[config.mk]
export PLATFORM = sky130hd
export DESIGN_NAME = block_request_elevator_queue
export DESIGN_NICKNAME = d
export VERILOG_FILES = /design/src/rtl/beq_pkg.sv /design/src/rtl/beq_slot_ram.sv /design/src/rtl/block_request_elevator_queue.sv
export SDC_FILE = /design/constraint.sdc
export NUM_CORES = 2
export LEC_CHECK = 0
export BUFFER_PORTS_ARGS = -buffer_cell sky130_fd_sc_hd__clkbuf_2
export CAP_MARGIN = 10
export CORE_MARGIN = 5
export CORE_UTILIZATION = 26
export DETAILED_ROUTE_END_ITERATION = 7
export PLACE_DENSITY = 0.47
export SLEW_MARGIN = 20
export SYNTH_ARGS = -nofsm -noshare
export SYNTH_HDL_FRONTEND = slang
export SYNTH_SLANG_ARGS = --single-unit
export TNS_END_PERCENT = 5
[constraint.sdc]
create_clock -name i_clk -period 20.3 [get_ports i_clk]
set_input_delay 0 -clock i_clk [delete_from_list [all_inputs] [get_ports i_clk]]
set_output_delay 0 -clock i_clk [all_outputs]
set_load 0.05 [all_outputs]
[src/rtl/beq_pkg.sv]
// ----------------------------------------------------------------------------
// beq_pkg
// Shared types, codes and the elevator ordering for the request queue block.
// ----------------------------------------------------------------------------
package beq_pkg;

    // function codes of an input request
    localparam logic FUNC_SUBMIT   = 1'b0;
    localparam logic FUNC_COMPLETE = 1'b1;

    // command codes
    localparam logic CMD_READ  = 1'b0;
    localparam logic CMD_WRITE = 1'b1;

    // result status codes
    localparam logic [2:0] ST_QUEUED = 3'd0;
    localparam logic [2:0] ST_ISSUED = 3'd1;
    localparam logic [2:0] ST_NO_IO  = 3'd2;
    localparam logic [2:0] ST_NO_DEV = 3'd3;
    localparam logic [2:0] ST_FULL   = 3'd4;
    localparam logic [2:0] ST_EMPTY  = 3'd5;

    // one stored disk request; field order gives the elevator key
    typedef struct packed {
        logic        cmd;
        logic [15:0] device;
        logic [33:0] sector;
        logic [15:0] tag;
    } t_req;

    typedef enum logic [3:0] {
        S_IDLE,
        S_DECODE,
        S_SCAN,
        S_WHEAD,
        S_WCMP,
        S_INS_NEW,
        S_INS_CUR,
        S_CHEAD,
        S_CNEXT,
        S_RESULT
    } t_state;

    // true when request a goes strictly before b: read first, then device, then sector
    function automatic logic goes_before(input t_req a, input t_req b);
        logic [50:0] ka;
        logic [50:0] kb;
        ka = {a.cmd, a.device, a.sector};
        kb = {b.cmd, b.device, b.sector};
        return ka < kb;
    endfunction

endpackage

[src/rtl/beq_slot_ram.sv]
// ----------------------------------------------------------------------------
// beq_slot_ram
// Slot record memory: one write port, one read port, registered read data.
// ----------------------------------------------------------------------------
module beq_slot_ram #(
    parameter int DEPTH = 32,
    parameter int WIDTH = 74
) (
    input  logic                     i_clk,
    input  logic                     i_we,
    input  logic [$clog2(DEPTH)-1:0] i_waddr,
    input  logic [WIDTH-1:0]         i_wdata,
    input  logic [$clog2(DEPTH)-1:0] i_raddr,
    output logic [WIDTH-1:0]         o_rdata
);

    logic [WIDTH-1:0] r_mem [DEPTH];
    logic [WIDTH-1:0] r_rdata;

    always_ff @(posedge i_clk) begin
        if (i_we) begin
            r_mem[i_waddr] <= i_wdata;
        end
        r_rdata <= r_mem[i_raddr];
    end

    assign o_rdata = r_rdata;

endmodule

[src/rtl/block_request_elevator_queue.sv]
// ----------------------------------------------------------------------------
// block_request_elevator_queue
// Pool of request slots shared by per-major-number queues kept as linked lists,
// with elevator ordering on insert and head issue on complete.
// ----------------------------------------------------------------------------
//
//  channel   direction  handshake              payload
//  -------   ---------  ---------------------  ---------------------------------
//  request   in         i_valid / o_stall      i_func i_cmd i_device_number ...
//  result    out        o_valid / i_stall      o_status o_slot_index o_issue_*
//  config    in         i_cfg_valid / o_cfg_ready  i_cfg_data (device present mask)
//
//  Steps: a complete decodes, reads the queue head, reads the next entry if
//  there is one, then gives its result. A submit decodes, scans for a free
//  slot (one slot a cycle, up to SLOTS), then for a non-empty queue walks the
//  list one entry a cycle and does two write-backs. The slot memory's
//  registered read sets the walk rate.
//  Reset clears slot busy bits, queue head valid bits and the mask; no clearing pass.
//  A finished result waits in the output register while the next request is
//  taken; the block stalls requests while one is in work.
//
module block_request_elevator_queue #(
    parameter int SLOTS  = 32,
    parameter int MAJORS = 8
) (
    input  logic        i_clk,
    input  logic        i_rst_n,
    // request channel
    input  logic        i_valid,
    output logic        o_stall,
    input  logic        i_func,
    input  logic        i_cmd,
    input  logic [15:0] i_device_number,
    input  logic [31:0] i_block_number,
    input  logic        i_buffer_valid,
    input  logic        i_buffer_dirty,
    input  logic [15:0] i_buffer_tag,
    // result channel
    output logic        o_valid,
    input  logic        i_stall,
    output logic [2:0]  o_status,
    output logic [4:0]  o_slot_index,
    output logic        o_issue_valid,
    output logic        o_issue_cmd,
    output logic [15:0] o_issue_device,
    output logic [33:0] o_issue_sector,
    output logic [15:0] o_issue_tag,
    // configuration channel
    input  logic        i_cfg_valid,
    output logic        o_cfg_ready,
    input  logic [7:0]  i_cfg_data
);

    localparam int SW    = $clog2(SLOTS);
    localparam int MW    = (MAJORS > 1) ? $clog2(MAJORS) : 1;
    localparam int REQ_W = $bits(beq_pkg::t_req);
    localparam int RAM_W = REQ_W + 1 + SW;
    localparam logic [SW-1:0] LAST = SW'(SLOTS - 1);

    // control state
    beq_pkg::t_state     r_state, n_state;
    logic [SLOTS-1:0]    r_busy;
    logic [MAJORS-1:0]   r_head_vld;
    logic [SW-1:0]       r_head [MAJORS];
    logic [7:0]          r_mask;
    logic                r_o_valid;

    // request being worked on
    logic                r_func;
    beq_pkg::t_req       r_req;
    logic                r_bv;
    logic                r_bd;
    logic [SW-1:0]       r_idx;
    logic [SW-1:0]       r_cnt;
    logic [SW-1:0]       r_s;

    // walk cursor
    logic [SW-1:0]       r_cur_idx;
    beq_pkg::t_req       r_cur;
    logic                r_cur_null;
    logic [SW-1:0]       r_cur_next;
    logic                r_cur_lt_s;
    logic                r_s_lt_cur;

    // staged result
    logic [2:0]          r_res_status;
    logic [SW-1:0]       r_res_slot;
    logic                r_res_iss;
    beq_pkg::t_req       r_res_req;

    // output register
    logic [2:0]          r_o_status;
    logic [4:0]          r_o_slot;
    logic                r_o_iss;
    beq_pkg::t_req       r_o_req;

    // memory port
    logic                mem_we;
    logic [SW-1:0]       mem_waddr;
    logic [RAM_W-1:0]    mem_wdata;
    logic [SW-1:0]       mem_raddr;
    logic [RAM_W-1:0]    mem_rdata;

    beq_pkg::t_req       rd_req;
    logic                rd_null;
    logic [SW-1:0]       rd_next;
    logic                rd_lt_s;
    logic                s_lt_rd;
    logic                brk;
    logic                in_range;
    logic [MW-1:0]       maj;
    logic                head_vld_m;
    logic [SW-1:0]       head_m;
    logic                no_io;
    logic                out_free;
    logic [SW+4:0]       slot_wide;

    beq_slot_ram #(
        .DEPTH (SLOTS),
        .WIDTH (RAM_W)
    ) u_ram (
        .i_clk   (i_clk),
        .i_we    (mem_we),
        .i_waddr (mem_waddr),
        .i_wdata (mem_wdata),
        .i_raddr (mem_raddr),
        .o_rdata (mem_rdata)
    );

    // unpack the record read last cycle
    assign rd_req  = beq_pkg::t_req'(mem_rdata[RAM_W-1 -: REQ_W]);
    assign rd_null = mem_rdata[SW];
    assign rd_next = mem_rdata[SW-1:0];

    // two key compares per cycle: record read vs. new request
    assign rd_lt_s = beq_pkg::goes_before(rd_req, r_req);
    assign s_lt_rd = beq_pkg::goes_before(r_req, rd_req);
    assign brk     = (r_cur_lt_s && s_lt_rd) || (r_s_lt_cur && rd_lt_s);

    assign in_range   = r_req.device[15:8] < 8'(MAJORS);
    assign maj        = r_req.device[8 +: MW];
    assign head_vld_m = r_head_vld[maj];
    assign head_m     = r_head[maj];
    assign no_io      = (r_req.cmd == beq_pkg::CMD_READ && r_bv) ||
                        (r_req.cmd == beq_pkg::CMD_WRITE && !r_bd);
    assign out_free   = !r_o_valid || !i_stall;

    // next state and memory control
    always_comb begin
        n_state   = r_state;
        mem_we    = 1'b0;
        mem_waddr = r_s;
        mem_wdata = {r_req, r_cur_null, r_cur_next};
        mem_raddr = rd_next;
        case (r_state)
            beq_pkg::S_IDLE: begin
                if (i_valid) begin
                    n_state = beq_pkg::S_DECODE;
                end
            end
            beq_pkg::S_DECODE: begin
                if (!in_range) begin
                    n_state = beq_pkg::S_RESULT;
                end else if (r_func == beq_pkg::FUNC_COMPLETE) begin
                    mem_raddr = head_m;
                    n_state   = head_vld_m ? beq_pkg::S_CHEAD : beq_pkg::S_RESULT;
                end else if (!r_mask[r_req.device[10:8]] || no_io) begin
                    n_state = beq_pkg::S_RESULT;
                end else begin
                    n_state = beq_pkg::S_SCAN;
                end
            end
            beq_pkg::S_SCAN: begin
                if (!r_busy[r_idx]) begin
                    if (!head_vld_m) begin
                        // empty queue: store with a null link and issue now
                        mem_we    = 1'b1;
                        mem_waddr = r_idx;
                        mem_wdata = {r_req, 1'b1, {SW{1'b0}}};
                        n_state   = beq_pkg::S_RESULT;
                    end else begin
                        mem_raddr = head_m;
                        n_state   = beq_pkg::S_WHEAD;
                    end
                end else if (r_idx == LAST) begin
                    n_state = beq_pkg::S_RESULT;
                end
            end
            beq_pkg::S_WHEAD: begin
                mem_raddr = rd_next;
                n_state   = rd_null ? beq_pkg::S_INS_NEW : beq_pkg::S_WCMP;
            end
            beq_pkg::S_WCMP: begin
                mem_raddr = rd_next;
                if (brk || rd_null || r_cnt == LAST) begin
                    n_state = beq_pkg::S_INS_NEW;
                end
            end
            beq_pkg::S_INS_NEW: begin
                mem_we    = 1'b1;
                mem_waddr = r_s;
                mem_wdata = {r_req, r_cur_null, r_cur_next};
                n_state   = beq_pkg::S_INS_CUR;
            end
            beq_pkg::S_INS_CUR: begin
                mem_we    = 1'b1;
                mem_waddr = r_cur_idx;
                mem_wdata = {r_cur, 1'b0, r_s};
                n_state   = beq_pkg::S_RESULT;
            end
            beq_pkg::S_CHEAD: begin
                mem_raddr = rd_next;
                n_state   = rd_null ? beq_pkg::S_RESULT : beq_pkg::S_CNEXT;
            end
            beq_pkg::S_CNEXT: begin
                n_state = beq_pkg::S_RESULT;
            end
            beq_pkg::S_RESULT: begin
                if (out_free) begin
                    n_state = beq_pkg::S_IDLE;
                end
            end
            default: begin
                n_state = beq_pkg::S_IDLE;
            end
        endcase
    end

    always_ff @(posedge i_clk) begin
        if (!i_rst_n) begin
            r_state <= beq_pkg::S_IDLE;
        end else begin
            r_state <= n_state;
        end
    end

    // control registers: busy bits, queue head valid bits, mask, output valid
    always_ff @(posedge i_clk) begin
        if (!i_rst_n) begin
            r_busy     <= '0;
            r_head_vld <= '0;
            r_mask     <= '0;
            r_o_valid  <= 1'b0;
        end else begin
            if (i_cfg_valid) begin
                r_mask <= i_cfg_data;
            end
            if (r_state == beq_pkg::S_SCAN && !r_busy[r_idx]) begin
                r_busy[r_idx] <= 1'b1;
                if (!head_vld_m) begin
                    r_head_vld[maj] <= 1'b1;
                end
            end
            if (r_state == beq_pkg::S_CHEAD) begin
                r_busy[head_m] <= 1'b0;
                if (rd_null) begin
                    r_head_vld[maj] <= 1'b0;
                end
            end
            if (r_state == beq_pkg::S_RESULT && out_free) begin
                r_o_valid <= 1'b1;
            end else if (!i_stall) begin
                r_o_valid <= 1'b0;
            end
        end
    end

    // datapath
    always_ff @(posedge i_clk) begin
        case (r_state)
            beq_pkg::S_IDLE: begin
                if (i_valid) begin
                    r_func <= i_func;
                    r_req  <= '{cmd: i_cmd, device: i_device_number,
                                sector: {i_block_number, 2'b00}, tag: i_buffer_tag};
                    r_bv   <= i_buffer_valid;
                    r_bd   <= i_buffer_dirty;
                    r_idx  <= '0;
                    r_cnt  <= '0;
                end
            end
            beq_pkg::S_DECODE: begin
                r_res_iss  <= 1'b0;
                r_res_slot <= '0;
                if (!in_range) begin
                    r_res_status <= beq_pkg::ST_NO_DEV;
                end else if (r_func == beq_pkg::FUNC_COMPLETE) begin
                    r_res_status <= beq_pkg::ST_EMPTY;
                end else if (!r_mask[r_req.device[10:8]]) begin
                    r_res_status <= beq_pkg::ST_NO_DEV;
                end else begin
                    r_res_status <= no_io ? beq_pkg::ST_NO_IO : beq_pkg::ST_FULL;
                end
            end
            beq_pkg::S_SCAN: begin
                if (!r_busy[r_idx]) begin
                    r_s       <= r_idx;
                    r_cur_idx <= head_m;
                    if (!head_vld_m) begin
                        r_head[maj]  <= r_idx;
                        r_res_status <= beq_pkg::ST_ISSUED;
                        r_res_slot   <= r_idx;
                        r_res_iss    <= 1'b1;
                        r_res_req    <= r_req;
                    end
                end else begin
                    r_idx <= r_idx + 1'b1;
                end
            end
            beq_pkg::S_WHEAD: begin
                r_cur      <= rd_req;
                r_cur_null <= rd_null;
                r_cur_next <= rd_next;
                r_cur_lt_s <= rd_lt_s;
                r_s_lt_cur <= s_lt_rd;
            end
            beq_pkg::S_WCMP: begin
                if (!brk) begin
                    // advance the cursor to the entry just read
                    r_cur      <= rd_req;
                    r_cur_null <= rd_null;
                    r_cur_next <= rd_next;
                    r_cur_idx  <= r_cur_next;
                    r_cur_lt_s <= rd_lt_s;
                    r_s_lt_cur <= s_lt_rd;
                    r_cnt      <= r_cnt + 1'b1;
                end
            end
            beq_pkg::S_INS_CUR: begin
                r_res_status <= beq_pkg::ST_QUEUED;
                r_res_slot   <= r_s;
            end
            beq_pkg::S_CHEAD: begin
                r_res_slot <= head_m;
                if (!rd_null) begin
                    r_head[maj] <= rd_next;
                    r_s         <= rd_next;
                end
            end
            beq_pkg::S_CNEXT: begin
                r_res_status <= beq_pkg::ST_ISSUED;
                r_res_slot   <= r_s;
                r_res_iss    <= 1'b1;
                r_res_req    <= rd_req;
            end
            beq_pkg::S_RESULT: begin
                if (out_free) begin
                    r_o_status <= r_res_status;
                    r_o_slot   <= slot_wide[4:0];
                    r_o_iss    <= r_res_iss;
                    r_o_req    <= r_res_iss ? r_res_req : '0;
                end
            end
            default: begin
            end
        endcase
    end

    assign slot_wide = {5'b0, r_res_slot};

    assign o_stall        = (r_state != beq_pkg::S_IDLE);
    assign o_cfg_ready    = 1'b1;
    assign o_valid        = r_o_valid;
    assign o_status       = r_o_status;
    assign o_slot_index   = r_o_slot;
    assign o_issue_valid  = r_o_iss;
    assign o_issue_cmd    = r_o_req.cmd;
    assign o_issue_device = r_o_req.device;
    assign o_issue_sector = r_o_req.sector;
    assign o_issue_tag    = r_o_req.tag;

    // a nonempty queue always owns at least one busy slot
    a_head_busy: assert property (@(posedge i_clk) disable iff (!i_rst_n)
        (r_state == beq_pkg::S_IDLE && |r_head_vld) |-> |r_busy)
        else $error("queue head present with no busy slot");

    // an issued result carries the issued status
    a_issue_status: assert property (@(posedge i_clk) disable iff (!i_rst_n)
        (r_o_valid && r_o_iss) |-> (r_o_status == beq_pkg::ST_ISSUED))
        else $error("issue flag without issued status");

    // an accepted request starts work at once
    a_accept_work: assert property (@(posedge i_clk) disable iff (!i_rst_n)
        (i_valid && !o_stall) |=> (r_state == beq_pkg::S_DECODE))
        else $error("accepted request not decoded");

endmodule
==> reports/summary.md <==
The flow ran to the end, and the final reports show no timing, DRC or antenna violations. The floorplan has 239 rows. The clock share of power was 30.4%; the via density per instance was 5.03.

The first TritonRoute pass finished after 6 iterations. The total number of yosys warnings was 0; the post-route setup TNS was 0 ns. Endpoint of the lowest-slack register-to-register path: u_ram.r_mem[16][45]. The tools report the initial standard-cell utilization of the core as 26.1%. At the end of routability-driven placement, the weighted congestion stood at 0.811.

The dominant cell by count in the synthesized netlist is sky130_fd_sc_hd__edfxtp_1. The worst hold path stage count was 2. Sorting the synthesized cells by how often they occur yields 2691 x sky130_fd_sc_hd__edfxtp_1, 1453 x sky130_fd_sc_hd__nand2_1, 405 x sky130_fd_sc_hd__a21oi_1. Entering global routing, the biggest net connects 174 pins. Number of global-route vias before repair: 68700. The floorplan step defined a die boundary enclosing 438000 um2.

The startpoint identified for the worst register-to-register timing path is r_idx[0]. In the routed design, unresolved DRC markers number 0. For the sum of overflow across all layers after global routing, the log shows 0. The tools report the reported net switching power as 0.00671 W. Summing every instance area after synthesis gives 111000 um2. Post-synthesis cell type with the largest combined area: sky130_fd_sc_hd__edfxtp_1. The logs give 192 mm for the HPWL reported at the end of detailed placement and 69800 for the total number of vias.

In the final layout, the share of cells above drive strength 1 is 10.8%. The run gives 0 as the number of buffers added for setup after CTS. In this run the static leakage power is 43.0 nW. Max-cap violation count: 0.

When the netlist entered floorplanning its net count stood at 7863. By area the synthesized netlist is led by sky130_fd_sc_hd__edfxtp_1 73%, sky130_fd_sc_hd__nand2_1 4.9%, sky130_fd_sc_hd__a211oi_1 2.7%. The clock slew at the register clock pins of the worst setup and hold paths came out at 0.06 ns.

The synthesis-stage register bit count was 2820. The clock arrives with 0.0880 ns of skew. Setup repair after global routing left no endpoint under its margin. For this run, the number of standard cells in the final layout without fillers is 13900. After the first detailed-routing iteration, the DRC count stood at 6621. STA classifies the critical path endpoint as a flip-flop. The internal power contribution is 0.0118 W, and the power per unit of standard cell area is 143 nW/um2.

Summed over all layers, the routed wires come to 369 mm. For the pin with the worst max-slew slack, the measured transition is 1.21 ns. The worst path in the final design needs a cycle of 7.48 ns, including I/O delays and setup. The run gives 20.77 ns as the critical path data required time.

After technology mapping, the gate count stands at 7726. The first global-routing pass estimated 521 mm of wire. STA classifies the critical path startpoint as a flip-flop. The average wire length per cell after detail routing is 26.6 um. The number of resized instances in the post-cts repair step came out at 0. For the sequential area share after synthesis, the log shows 75.4%. A synthesized cell averages 14.3 um2. The clock reaches the later pin of the worst-skew pair after 0.88 ns. All-layer global routing usage: 16.2%.

The critical setup path kind was flip-flop to flip-flop. For the H-tree depth reported by CTS, the log shows 5. The startpoint identified for the worst hold timing path is i_block_number[9].

Along the worst path, the maximum fanout reaches 37. The tools report the buffer type at the clock tree root as sky130_fd_sc_hd__clkbuf_16. The synthesized netlist contains 77 unique library cells.

Pin placement for this block handled 160 I/O pins. Among all flip-flop cells after synthesis, the most frequent one is sky130_fd_sc_hd__edfxtp_1. The logs give 19.6% for the relative slew slack and 0 for the number of slew-limit violations in the final report.

TritonCTS built the clock tree. The total count of hold-check failures in the final report came out at 0. The chip height was 662 um; the reg2reg setup slack was 12.82 ns. The horizontal extent of the die was 662 um; the proportion of power drawn by combinational gates was 30.9%.

Of the total power, the share spent switching nets is 36.2%. Including well taps, the total number of placed cells is 13100. The number of nets in the finished design was 8090; the worst-case vdd ir drop was 148 uV. Of all flip-flops after synthesis, the portion carrying an async set or reset was 0%. Compared with the post-synthesis result, the final layout area differs by 17.4%. The count of buffers from port buffering was 158; the sequential share of power was 38.7%.

The run gives 15 as the initial antenna violation count. The sink of the worst hold path was r_req[27]. In this run the worst hold path is classified as primary input to flip-flop.

For the area of the core, the log shows 424000 um2. The share of Yosys cell area claimed by the top area cell type was 73.1%; the final count of negative-setup-slack endpoints was 0. Measured in cells, the most critical reg-to-reg path has a length of 12. Counting flops with a built-in enable in the synthesized netlist gives 2691. Based on the critical path, the design can be clocked at up to 0.134 GHz. The worst path uses 36.8% of the clock period.

For the residual antenna-violating net count after detailed routing, the log shows 0. The clock passes through at most 4 buffers. The number of sinks handled by clock tree synthesis was 2820. The number of CTS-inserted buffers is 304, and the quantity of hold-fixing buffers added after cts is 161. For the data arrival at the endpoint of the critical path, the log shows 7.95 ns.
==> worst max path at each step <==
| stage | start | to | slack [ns] | depth (start not counted) |
|---|---|---|---|---|
| final | r_idx[0] | u_ram.r_mem[16][45] | 12.82 | 12 |
| after detailed placement | r_idx[0] | u_ram.o_rdata[10] | 12.90 | 13 |
| after CTS | r_idx[0] | u_ram.o_rdata[10] | 12.85 | 13 |
| after global routing | r_idx[0] | u_ram.r_mem[16][42] | 12.40 | 12 |
| after global placement | r_idx[0] | u_ram.o_rdata[10] | 12.71 | 13 |
| after floorplan | r_state[3] | r_cur[0] | 13.70 | 3 |
==> final cells by class <==
class / instances / area [um2]
sequential: 2820 / 83400
clock buffer: 402 / 8440
tap: 5663 / 7090
multi-input combinational: 4296 / 25200
fill: 42000 / 294000
clock inverter: 145 / 1600
antenna: 18 / 45.0
inverter: 59 / 224
timing repair buffer: 472 / 3730
==> power groups by stage <==
stage / combinational, W / sequential (W) / clock, W
finish: 0.00573 / 0.00718 / 0.00564
global route: 0.00614 / 0.00720 / 0.00599
CTS: 0.00574 / 0.00719 / 0.00575
detailed placement: 0.00570 / 0.00731 / 0
global placement: 0.00565 / 0.00731 / 0
floorplan: 0.00351 / 0.00722 / 0
==> metal layers <==
metal	routed length, um	GRT usage [%]	vias to the layer above
met4	12800	5.37	0
li1	-	-	30200
met1	158000	21.9	36400
met3	22600	2.17	594
met2	175000	26.8	2606
met5	0	0	-
==> sequential cells by signal, summed over array words and instances (netlist names), 4 cells and up, named ones only <==
register / cells
u_ram.r_mem: 2336
u_ram.o_rdata: 73
r_cur: 67
r_res_req: 67
r_req: 62
r_head: 40
o_issue_sector: 34
r_busy: 32
o_issue_device: 16
o_issue_tag: 16
r_head_vld: 8
r_mask: 8
o_slot_index: 5
r_cnt: 5
r_cur_idx: 5
r_cur_next: 5
r_idx: 5
r_res_slot: 5
r_s: 5
r_state: 4
==> placed cells by master, fill, tap and decap left out, types with 56 or more instances in the layout <==
master	count
sky130_fd_sc_hd__inv_1	58
sky130_fd_sc_hd__a22oi_1	144
sky130_fd_sc_hd__nor2_1	174
sky130_fd_sc_hd__edfxtp_1	2691
sky130_fd_sc_hd__ha_1	56
sky130_fd_sc_hd__clkbuf_16	316
sky130_fd_sc_hd__dlygate4sd3_1	161
sky130_fd_sc_hd__o211ai_1	70
sky130_fd_sc_hd__o22ai_1	142
sky130_fd_sc_hd__a31oi_1	289
sky130_fd_sc_hd__and3_1	323
sky130_fd_sc_hd__nand2_1	1420
sky130_fd_sc_hd__and2_1	73
sky130_fd_sc_hd__buf_4	139
sky130_fd_sc_hd__dfxtp_1	129
sky130_fd_sc_hd__mux2i_1	171
sky130_fd_sc_hd__o221ai_1	134
sky130_fd_sc_hd__nand3_1	87
sky130_fd_sc_hd__o21ai_0	106
sky130_fd_sc_hd__a211oi_1	393
sky130_fd_sc_hd__clkbuf_2	158
sky130_fd_sc_hd__a21oi_1	402
sky130_fd_sc_hd__clkbuf_1	65
==> cell families after synthesis <==
family                   share of synthesized area (%)
multiplexers                                      1.99
adder cells (fa/ha/maj)                          0.634
AO/OA/AOI/OAI                                     10.8
other                                          0.00339
XOR/XNOR                                        0.0396
flip-flops                                        75.4
buffers and inverters                             2.22
AND/OR/NAND/NOR                                   8.87
==> worst max-delay path, stage by stage, from the launching register on <==
cell and delay (ns):
sky130_fd_sc_hd__edfxtp_1 1.09, sky130_fd_sc_hd__mux2i_1 0.32, sky130_fd_sc_hd__o22ai_1 0.15, sky130_fd_sc_hd__a2111oi_1 0.57
sky130_fd_sc_hd__o21a_1 0.52, sky130_fd_sc_hd__nand3_1 0.64, sky130_fd_sc_hd__o21ai_0 0.49, sky130_fd_sc_hd__nand2_1 0.12
sky130_fd_sc_hd__o21ai_0 0.20, sky130_fd_sc_hd__nand3_1 0.70, sky130_fd_sc_hd__nor2_4 0.83, sky130_fd_sc_hd__buf_4 0.62
sky130_fd_sc_hd__buf_4 0.76
==> per-stage QoR <==
step	power (W)	util, %	hold WS (ns)	cell area [um2]	setup slack [ns]
after floorplan	0.0107	-	0.0989	111000	13.70
after global routing	0.0193	30.6	0.0250	130000	12.40
after global placement	0.0130	27.8	0.180	118000	12.71
final	0.0185	30.6	0.0952	130000	12.82
after detailed placement	0.0130	27.8	0.179	118000	12.90
after CTS	0.0187	30.6	0.00921	130000	12.85
Note: power is estimated with default switching activity, not from simulation.
